`src/hw/rtl/lru_wbc_pkg.sv`:
```
`timescale 1ns / 1ps
// ----------------------------------------------------------------------------
// lru_wbc_pkg
// Shared sizes, storage layout and controller/datapath types for the
// two-way LRU write-back cache core.
// ----------------------------------------------------------------------------
package lru_wbc_pkg;

    localparam int SET_COUNT    = 256;
    localparam int OFFSET_BITS  = 4;
    localparam int ADDRESS_BITS = 32;
    localparam int DATA_BITS    = 32;

    localparam int SET_BITS = $clog2(SET_COUNT);
    localparam int TAG_BITS = ADDRESS_BITS - OFFSET_BITS - SET_BITS;
    localparam int TAG_LSB  = OFFSET_BITS + SET_BITS;
    localparam int CNT_BITS = 32;

    typedef logic [SET_BITS-1:0]  t_set;
    typedef logic [TAG_BITS-1:0]  t_tag;
    typedef logic [DATA_BITS-1:0] t_data;
    typedef logic [CNT_BITS-1:0]  t_cnt;

    localparam logic KIND_READ  = 1'b0;
    localparam logic KIND_WRITE = 1'b1;

    typedef struct packed {
        logic  valid;
        logic  dirty;
        t_tag  tag;
        t_data data;
    } t_line;

    // One memory row holds both ways of a set plus the LRU bit (names the
    // least recently used way).
    typedef struct packed {
        logic  lru;
        t_line way1;
        t_line way0;
    } t_row;

    localparam t_row ROW_RESET = '{lru: 1'b1, way1: '0, way0: '0};

    typedef enum logic [1:0] {
        ST_CLEAR,
        ST_IDLE,
        ST_LOOKUP,
        ST_RESP
    } t_state;

    typedef struct packed {
        logic clear;   // write reset row at clear index, advance index
        logic accept;  // capture request, read set row
        logic update;  // resolve access, write row, load result
    } t_dp_cmd;

    typedef struct packed {
        logic clr_last;
    } t_dp_sts;

endpackage

```
`src/hw/rtl/lru_wbc_ctrl.sv`:
```
`timescale 1ns / 1ps
// ----------------------------------------------------------------------------
// lru_wbc_ctrl
// Sequencer: clear pass after reset, then accept / lookup / respond per word.
// ----------------------------------------------------------------------------
module lru_wbc_ctrl (
    input  logic                 i_clk,
    input  logic                 i_rst_n,
    input  logic                 i_req_valid,
    output logic                 o_req_ready,
    output logic                 o_rsp_valid,
    input  logic                 i_rsp_ready,
    input  lru_wbc_pkg::t_dp_sts i_sts,
    output lru_wbc_pkg::t_dp_cmd o_cmd
);

    lru_wbc_pkg::t_state r_state;
    lru_wbc_pkg::t_state n_state;

    always_ff @(posedge i_clk) begin
        if (!i_rst_n) begin
            r_state <= lru_wbc_pkg::ST_CLEAR;
        end else begin
            r_state <= n_state;
        end
    end

    always_comb begin
        n_state = r_state;
        unique case (r_state)
            lru_wbc_pkg::ST_CLEAR: begin
                if (i_sts.clr_last) n_state = lru_wbc_pkg::ST_IDLE;
            end
            lru_wbc_pkg::ST_IDLE: begin
                if (i_req_valid) n_state = lru_wbc_pkg::ST_LOOKUP;
            end
            lru_wbc_pkg::ST_LOOKUP: begin
                n_state = lru_wbc_pkg::ST_RESP;
            end
            lru_wbc_pkg::ST_RESP: begin
                if (i_rsp_ready) n_state = lru_wbc_pkg::ST_IDLE;
            end
            default: n_state = lru_wbc_pkg::ST_CLEAR;
        endcase
    end

    always_comb begin
        o_req_ready  = 1'b0;
        o_rsp_valid  = 1'b0;
        o_cmd        = '0;
        unique case (r_state)
            lru_wbc_pkg::ST_CLEAR: begin
                o_cmd.clear = 1'b1;
            end
            lru_wbc_pkg::ST_IDLE: begin
                o_req_ready  = 1'b1;
                o_cmd.accept = i_req_valid;
            end
            lru_wbc_pkg::ST_LOOKUP: begin
                o_cmd.update = 1'b1;
            end
            lru_wbc_pkg::ST_RESP: begin
                o_rsp_valid = 1'b1;
            end
            default: ;
        endcase
    end

`ifndef ASSERT_OFF
    a_no_overlap: assert property (@(posedge i_clk) disable iff (!i_rst_n)
        !(o_req_ready && o_rsp_valid))
        else $error("request taken while result pending");

    a_accept_lookup: assert property (@(posedge i_clk) disable iff (!i_rst_n)
        (i_req_valid && o_req_ready) |=> o_cmd.update)
        else $error("accepted word not looked up next cycle");

    a_rsp_drop: assert property (@(posedge i_clk) disable iff (!i_rst_n)
        ($fell(o_rsp_valid) && $past(i_rst_n)) |-> $past(i_rsp_ready))
        else $error("result dropped without being taken");
`endif

endmodule

```
`config.mk`:
```
export PLATFORM = sky130hd
export DESIGN_NAME = lru_wbc_ctrl
export DESIGN_NICKNAME = d
export VERILOG_FILES = /design/src/hw/rtl/lru_wbc_pkg.sv /design/src/hw/rtl/lru_wbc_ctrl.sv
export SDC_FILE = /design/constraint.sdc
export NUM_CORES = 1
export LEC_CHECK = 0
export BUFFER_PORTS_ARGS = -buffer_cell sky130_fd_sc_hd__buf_2
export CAP_MARGIN = 20
export CORE_AREA = 2 2 39 41
export CTS_CLUSTER_DIAMETER = 40
export DETAILED_ROUTE_END_ITERATION = 8
export DIE_AREA = 0 0 41 43
export PLACE_DENSITY = 0.36
export SLEW_MARGIN = 30
export SYNTH_ARGS = -nofsm -noshare
export SYNTH_HDL_FRONTEND = slang
export SYNTH_SLANG_ARGS = --single-unit
```
`constraint.sdc`:
```
create_clock -name i_clk -period 4.2 [get_ports i_clk]
set_input_delay 0.42 -clock i_clk [delete_from_list [all_inputs] [get_ports i_clk]]
set_output_delay 0.42 -clock i_clk [all_outputs]
set_load 0.1 [all_outputs]
```
==> metrics.md <==
| Metric | Value |
|---|---|
| Vias post-DR | 162 |
| Clk sinks | 2 |
| Main combinational cell family by area after synthesis | adder cells |
| Post-Synth Adder-Cell Area | 0.3571 |
| CP endpoint kind | primary output |
| Hold Vio Cnt, Final | 0 |
| Crit path cell chain | inv_1, ha_1, and2_1, buf_2 |
| Design area | 262.8 sq um |
| RD Place Congestion | around 0.56 |
| Met2 usage | 0.06250 |
| Post-CTS Resized | 0 |
| Starting density of the core | 0.1266 |
| Core Region | about 1400 sq um |
| Rows | 14 |
| Worst EP required | 3.78 ns |
| Final #Nets | 44 |
| Multi-input logic area | around 120 sq um |
| Total CTS buffers | 3 |
| Area grow syn2layout | 50.00% |
| Setup bufs post-CTS | 0 |
| RSZ-0062 raised after global routing | no |
| Largest Register | r_state |
| Area of the die | around 1800 sq um |
| Fillers | between 150 and 200 |
| Total GRT Usage | 0.05405 |
| Total gr overflow | 0 |
| Number of DRC markers in iteration 0 | 7 |
| Antenna violations before repair | 0 |
| Mux contribution to synthesized area | 0.1143 |
| #FFs+latches synth | 2 |
| Max stage delay on crit path | between 0.4 and 0.5 ns |
| Placed Area | 240.2 sq um |
| Wire per inst | roughly 7.8 microns |
| Clock transition at path regs | 0.03 ns |
| Met3 GRT Util | 0.03141 |
| TNS Setup | 0 ns |
| Ys Warns | 0 |
| CTS Buffer Depth | 2 |
| Fmax | about 0.56 GHz |
| Global-route wire length before repair | about 560 microns |
| Die H | ~43 microns |
| Complex-gate fraction of the synthesized area | 0.05714 |
| Port bufs | 9 |
| DR vias/cell | 3.375 |
| IO Count | 10 |
| Clock Latency Late Sink | about 0.22 ns |
| Max-slew headroom | 0.6756 |
| Finish-stage setup viols | 0 |
| Netlist cell types | 8 |
| Crit path kind | reg2out |
| Post-synthesis cell count | 20 |
| Crit Path Max Fanout | 4 |
| Busiest layer in global routing | met4 |
| Share of cells above drive strength 1 | 0.3750 |
| Max_cap viols | 0 |
| Top flop regs | r_state (2) |
| Synth Area per Inst | just under 9 sq um |
| Post-CTS Hold Buffers | 0 |
| Largest register FFs | 2 |
| XOR/XNOR share of the synthesized area | 0 |
| Fin crit share | 0.4279 |
| Status | complete, no violations |
| Antenna Cells | 0 |
| Residual DRC count | 0 |
| H-tree depth | 1 |
| CTS tree | done |
| Worst hold-check path type | in2reg |
| Final wirelength | ~380 microns |
| Total iterations of the first detailed-routing run | 4 |
| Synth Area in Simple Gates | 0.1357 |
| Vias in the first global route | approximately 150 |
| Final Skew | ~0.0014 ns |
| Register area | approximately 40 sq um |
| Max-slew violation count | 0 |
| Syn Nets | 30 |
| Worst slew pin tran | between 0.4 and 0.5 ns |
| Root Driver | clkbuf_4 |
| Crit path DAT | 1.38 ns |
| Post-Syn Area | ~180 sq um |
| Register area share after synthesis | 0.2286 |
| Minimum clock period | around 1.8 ns |
| Met1 GRT Util | 0.05096 |
| ANT nets after route | 0 |
| Pin count of the biggest net entering global routing | 6 |
| Startpoint types | register |
| Chip Width | 41 microns |
| Slowest stage cell, crit path | buf_2 |
[synth_stat cells]
| cell type | instances | area, sq um |
|---|---|---|
| and2_1 | 1 | 6.260 |
| mux2i_1 | 2 | 20.02 |
| inv_1 | 5 | 18.77 |
| a222oi_1 | 1 | 10.01 |
| nand2b_1 | 1 | 6.260 |
| nand2_1 | 3 | 11.26 |
| dfxtp_1 | 2 | 40.04 |
| ha_1 | 5 | 62.56 |
[final timing paths]
check / start / end / slack (ns) / cells past startpoint
worst min-delay path: i_rst_n / r_state[1] / 0.49 / 3
worst min register to register: r_state[1] / r_state[1] / 0.50 / 2
worst max-delay path: r_state[1] / o_cmd[1] / 2.40 / 4
worst max register to register: r_state[0] / r_state[0] / 2.67 / 4
[layer usage]
| layer | vias to the layer above | part of all wire |
|---|---|---|
| met4 | 0 | 0 |
| met3 | 0 | 0.16 |
| met2 | 10 | 0.40 |
| met5 | - | 0 |
| met1 | 65 | 0.44 |
| li1 | 87 | - |
[cell families after synthesis]
kind of cell             Yosys count
buffers and inverters              5
adder cells (fa/ha/maj)            5
AND/OR/NAND/NOR                    5
multiplexers                       2
flip-flops                         2
AO/OA/AOI/OAI                      1
[worst max-delay path: cells and delay by family, from the launching register on]
| family | cells | cell delay (ns) |
|---|---|---|
| and+or+nand+nor | 1 | 0.12 |
| buffers and inverters | 2 | 0.52 |
| adders and majority gates | 1 | 0.19 |
| DFF | 1 | 0.32 |
[through the flow]
step	hold slack (ns)	utilization	setup WS, ns	cells
2_1_floorplan	0.4677	-	1.690	20
3_3_place_gp	0.5174	0.1736	2.581	45
3_5_place_dp	0.5003	0.1736	2.625	45
4_1_cts	0.4839	0.1899	2.377	48
5_1_grt	0.4780	0.1899	2.308	48
6_report	0.4949	0.1899	2.403	48
[cell type report]
type	count	share of cell area
Inverter	5	0.07143
Multi-Input combinational cell	13	0.4429
Clock buffer	3	0.08571
Sequential cell	2	0.1524
Tap cell	16	0.07619
Timing Repair Buffer	9	0.1714
[cells in the final DEF (no fill, tap or decap)]
master / netlist / layout
a222oi_1: 1 / 1
and2_1: 1 / 1
buf_2: 0 / 9
clkbuf_4: 0 / 3
dfxtp_1: 2 / 2
ha_1: 5 / 5
inv_1: 5 / 5
mux2i_1: 2 / 2
nand2_1: 3 / 3
nand2b_1: 1 / 1
Power is left out: the tool's default activity adds up to more than one toggle a clock period on the data nets, which glitch-free logic cannot reach.
